==> src/sv/mcp_pkg.sv <==
// Shared types and constants for the matrix column permutation block.
package mcp_pkg;

	localparam int PERM_W = 5;
	localparam int CFG_W = 5;
	localparam int CFG_IDX_W = 2;
	localparam int STATUS_W = 2;

	typedef enum logic [1:0] {
		OP_WR_PERM = 2'd0,
		OP_WR_ELEM = 2'd1,
		OP_APPLY   = 2'd2,
		OP_RD_ELEM = 2'd3
	} op_t;

	localparam logic [CFG_IDX_W-1:0] CFG_DIRECTION = 2'd0;
	localparam logic [CFG_IDX_W-1:0] CFG_ROWS = 2'd1;
	localparam logic [CFG_IDX_W-1:0] CFG_COLS = 2'd2;

	localparam logic DIRECTION_RESET = 1'b1;
	localparam logic [CFG_W-1:0] ROWS_RESET = 5'd16;
	localparam logic [CFG_W-1:0] COLS_RESET = 5'd16;

	localparam logic [STATUS_W-1:0] ST_OK = 2'd0;
	localparam logic [STATUS_W-1:0] ST_BAD_PERM = 2'd1;
	localparam logic [STATUS_W-1:0] ST_RANGE = 2'd2;

	typedef struct packed {
		logic accept;
		logic v_issue;
		logic v_check;
		logic v_clear;
		logic o_issue;
		logic o_next;
		logic load_nxt;
		logic row_clr;
		logic sw_ra;
		logic sw_rb;
		logic sw_wb;
		logic sw_wa;
		logic mark_adv;
		logic finish;
		logic fin_bad;
	} cmd_t;

	typedef struct packed {
		logic ncols_small;
		logic vis_idx;
		logic idx_last;
		logic chk_bad;
		logic cyc_more;
		logic row_last;
		logic rows_zero;
	} sts_t;

endpackage

==> src/sv/mcp_ctrl.sv <==
// Controller: sequences table checking, cycle following and column swaps.
module mcp_ctrl (
	input  logic          clk,
	input  logic          arst_n,
	input  logic          start,
	input  logic [1:0]    operation,
	input  mcp_pkg::sts_t sts,
	output mcp_pkg::cmd_t cmd,
	output logic          busy
);

	typedef enum logic [9:0] {
		ST_IDLE  = 10'b0000000001,
		ST_V_RD  = 10'b0000000010,
		ST_V_CHK = 10'b0000000100,
		ST_O_TST = 10'b0000001000,
		ST_O_WT  = 10'b0000010000,
		ST_C_TST = 10'b0000100000,
		ST_SW_RA = 10'b0001000000,
		ST_SW_RB = 10'b0010000000,
		ST_SW_WB = 10'b0100000000,
		ST_SW_WA = 10'b1000000000
	} state_t;

	state_t state_q;
	state_t state_d;

	always_comb begin
		state_d = state_q;
		cmd = '0;
		unique case (state_q)
			ST_IDLE: begin
				if (start) begin
					cmd.accept = 1'b1;
					if (mcp_pkg::op_t'(operation) == mcp_pkg::OP_APPLY) begin
						if (sts.ncols_small) begin
							cmd.finish = 1'b1;
						end else begin
							state_d = ST_V_RD;
						end
					end
				end
			end
			ST_V_RD: begin
				cmd.v_issue = 1'b1;
				state_d = ST_V_CHK;
			end
			ST_V_CHK: begin
				if (sts.chk_bad) begin
					cmd.finish = 1'b1;
					cmd.fin_bad = 1'b1;
					state_d = ST_IDLE;
				end else if (sts.idx_last) begin
					cmd.v_clear = 1'b1;
					state_d = ST_O_TST;
				end else begin
					cmd.v_check = 1'b1;
					state_d = ST_V_RD;
				end
			end
			ST_O_TST: begin
				if (!sts.vis_idx) begin
					cmd.o_issue = 1'b1;
					state_d = ST_O_WT;
				end else if (sts.idx_last) begin
					cmd.finish = 1'b1;
					state_d = ST_IDLE;
				end else begin
					cmd.o_next = 1'b1;
				end
			end
			ST_O_WT: begin
				cmd.load_nxt = 1'b1;
				state_d = ST_C_TST;
			end
			ST_C_TST: begin
				if (sts.cyc_more) begin
					if (sts.rows_zero) begin
						cmd.mark_adv = 1'b1;
						state_d = ST_O_WT;
					end else begin
						cmd.row_clr = 1'b1;
						state_d = ST_SW_RA;
					end
				end else if (sts.idx_last) begin
					cmd.finish = 1'b1;
					state_d = ST_IDLE;
				end else begin
					cmd.o_next = 1'b1;
					state_d = ST_O_TST;
				end
			end
			ST_SW_RA: begin
				cmd.sw_ra = 1'b1;
				state_d = ST_SW_RB;
			end
			ST_SW_RB: begin
				cmd.sw_rb = 1'b1;
				state_d = ST_SW_WB;
			end
			ST_SW_WB: begin
				cmd.sw_wb = 1'b1;
				state_d = ST_SW_WA;
			end
			ST_SW_WA: begin
				cmd.sw_wa = 1'b1;
				if (sts.row_last) begin
					cmd.mark_adv = 1'b1;
					state_d = ST_O_WT;
				end else begin
					state_d = ST_SW_RA;
				end
			end
			default: begin
				state_d = ST_IDLE;
			end
		endcase
	end

	always_ff @(posedge clk or negedge arst_n) begin
		if (!arst_n) begin
			state_q <= ST_IDLE;
		end else begin
			state_q <= state_d;
		end
	end

	assign busy = state_q != ST_IDLE;

endmodule

==> config.mk <==
export PLATFORM = sky130hd
export DESIGN_NAME = mcp_ctrl
export DESIGN_NICKNAME = d
export VERILOG_FILES = /design/src/sv/mcp_pkg.sv /design/src/sv/mcp_ctrl.sv
export SDC_FILE = /design/constraint.sdc
export NUM_CORES = 1
export LEC_CHECK = 0
export BUFFER_PORTS_ARGS = -buffer_cell sky130_fd_sc_hd__buf_2
export CORE_UTILIZATION = 43
export DETAILED_ROUTE_END_ITERATION = 10
export PLACE_DENSITY = 0.74
export SYNTH_ARGS = -nofsm -noshare
export SYNTH_HDL_FRONTEND = slang
export SYNTH_SLANG_ARGS = --single-unit
==> constraint.sdc <==
create_clock -name clk -period 1.9 [get_ports clk]
set_clock_uncertainty 0.1 [all_clocks]
set_input_delay 0.475 -clock clk [delete_from_list [all_inputs] [get_ports clk]]
set_output_delay 0.475 -clock clk [all_outputs]
set_load 0.01 [all_outputs]
==> results.md <==
* Critical path class: register to output pin
* Hold Crit Start: sts[1]
* Commonest cells in the netlist: dfrtp_1 (9), nor2_1 (9), inv_1 (6)
* Final hold violations at 0
* Max IR drop VDD at slightly above 600 uV
* H-tree Lvls at 1
* Syn_area_per_cell at 9.59 sq um
* Die extent in y at about 44 um
* P&R area growth vs syn at 85.8%
* Leading area contributor after synthesis: dfrtp_1
* First-pass GRT wire length at ~4.9 mm
* Worst R2R End: state_q[0]
* Sink Count at 10
* Largest net degree at the start of global routing at 11
* FF-to-FF path depth at 9
* Initial antenna violation count at 0
* Vias in the first global route at ~1000
* Startpoint Class: register
* Crit path time final at 2.61 ns
* Final Net Count at 161
* DRC Markers at 2
* Setup TNS at -8.20 ns
* Unrepaired setup endpoints after global routing: true
* Count of endpoints failing setup in the final report at 18
* Ys async rst share at 100%
* Grt total ovfl at 0
* Via count at 1093
* Yosys Warn Count at 0
* Hold Path Class: input port to register
* Core ar. at 0.00158 sq mm
* Post-route setup slack at -0.715 ns
* Post-Syn Instances at 80
* Ys flop type: dfrtp_1
* Synth area leaders: dfrtp_1 (29%), nor4_4 (8.3%), nor2_1 (4.4%), and4b_1 (3.9%), dfstp_2 (3.4%)
* Crit. End Element: output pin
* Clk root buf: clkbuf_4
* Slew Viols, Final at 0
* CTS tree: yes
* Final ANT Viol Nets at 0
* PortBufs at 27
* Leak Pwr at 0.681 nW
* Row cnt at 14
* Rel. slew slack at 77.2%
* Sequential-to-total area share from yosys stat at 32.8%
* Ant diodes at 0
* Fmax at 382 MHz
* Status: finished, violations left
* WP data arrival at slightly above 2 ns
* Hold Crit Depth at 3
* Reg clk slew, reported paths at 0.08 ns
* Share of cells above drive strength 1 at 69.6%
* Slew @ Worst Pin at ~0.34 ns
* Initial Util at slightly below 50%
* Worst Hold Endpoint: state_q[6]
* CTS buffer count at 3
* Synth top area share at 29.4%
* Worst skew pair latency at 0.29 ns
* Clock tree buffer depth at 2
* DRT Pass-1 Iters at 8
* Dpl hpwl at 1.91 mm
* GP Congestion at 0.821
* Die boundary width at roughly 44 um
* Die footprint at 0.00196 sq mm
* Initial DRC Count at 84
* P per Cell Area at between 800 and 900 mW/mm^2
* Drt wl/cell at 24.4 um
* Number of flops mapped to enable cells by yosys at 0
* GRT Util Overall at 35.3%
* CP max FO at 5
* Place WS at -0.236 ns
* DR vias/cell at 6.66
* Synth unique cells at 38
* Max_cap viols at 0
* Worst R2R Start: state_q[4]
* Final WL at roughly 4 mm
* Mapped cell area at around 770 sq um
* Top reg by flops: state_q
* Top flop regs: state_q x10
* Max reg flops at 10
* Syn_nets at between 90 and 100
* Failing checks: design-rule violations, negative setup slack
* Core Util, Final at about nine tenths
* Flop2flop setup slack at -0.08 ns
* IO Count at 28
* Number of synthesized register bits at 10
* Worst path required time at about 1.3 ns
* Period utilization at 138%
## timing repair
| item | CTS | global route |
|---|---|---|
| setup buffers | 6 | 4 |
| hold buffers | 1 | 0 |
| resized for setup | 17 | 17 |
| endpoints found under the hold margin | 9 | 0 |
| pin swaps | 9 | 9 |
| endpoints found under the setup margin | 17 | 19 |
## stage by stage
stage | power (mW) | hold WS (ns) | area, sq um | cells
4_1_cts | 1.07 | 0.398 | 1370 | 163
6_report | 1.16 | 0.450 | 1430 | 164
3_3_place_gp | 0.759 | 0.248 | 1180 | 152
5_1_grt | 1.19 | 0.503 | 1430 | 164
3_5_place_dp | 0.768 | 0.251 | 1180 | 152
2_1_floorplan | 0.529 | 0.0794 | 805 | 80
## power by group
| part | total, mW | internal, mW | switching, mW |
|---|---|---|---|
| logic | 0.662 | 0.316 | 0.346 |
| registers | 0.283 | 0.245 | 0.0375 |
| clock network | 0.214 | 0.117 | 0.0970 |
## layer usage
metal  routed length [um]  vias up  GRT usage, %
li1                     -      446             -
met1                 1370      486          40.2
met2                 1900      114          63.8
met3                  414       47          8.16
met4                  323        0          12.7
met5                    0        -             0
## area by class of cell
type | count | area [sq um]
well taps | 16 | 20.0
repair buffers | 64 | 478
clock buffers | 4 | 36.3
flip-flops and latches | 10 | 259
fillers | 71 | 151
multi-input cells | 64 | 609
inverters | 6 | 22.5
## cell usage in the layout (no fill, tap or decap), types with 2 or more instances in the layout
master    synthesis  routed
and4b_1           3       3
inv_1             6       5
dfrtp_2           0       6
o221a_2           2       2
nor2_1            9       7
a21oi_1           2       2
buf_4             0      30
clkbuf_4          0       3
nand4_1           3       3
buf_6             0      10
or4b_4            0       3
nor3_2            0       2
nand2b_1          3       3
buf_2             0      22
nand2_1           4       2
nor4_4            3       6
dfrtp_1           9       3
a311o_1           2       2
nor2b_1           2       2
## worst max-delay path, cell delays in order (launching register included)
cell and delay (ns):
dfrtp_2 0.45, nor4_4 0.34, buf_4 0.19, nand2_1 0.07, buf_6 0.16, o32a_1 0.18
nor2_1 0.17, buf_2 0.18
## cell families after synthesis
family,Yosys count,synth area share [%]
and+or+nand+nor,48,46.5
AOI/OAI and AO/OA,15,16.6
DFF,10,32.8
buffers and inverters,6,2.94
xor gates and xnor gates,1,1.14
## worst max path at each step
| stage | startpoint | endpoint | slack [ns] | cells after the start |
|---|---|---|---|---|
| floorplan | state_q[8] | cmd[10] | -0.13 | 3 |
| global placement | state_q[9] | cmd[9] | -0.20 | 4 |
| detailed placement | state_q[6] | cmd[7] | -0.24 | 4 |
| CTS | state_q[2] | cmd[1] | -0.50 | 6 |
| global route | state_q[8] | cmd[9] | -0.85 | 7 |
| finish | state_q[8] | cmd[9] | -0.71 | 7 |
(Power assumes the default switching activity.)
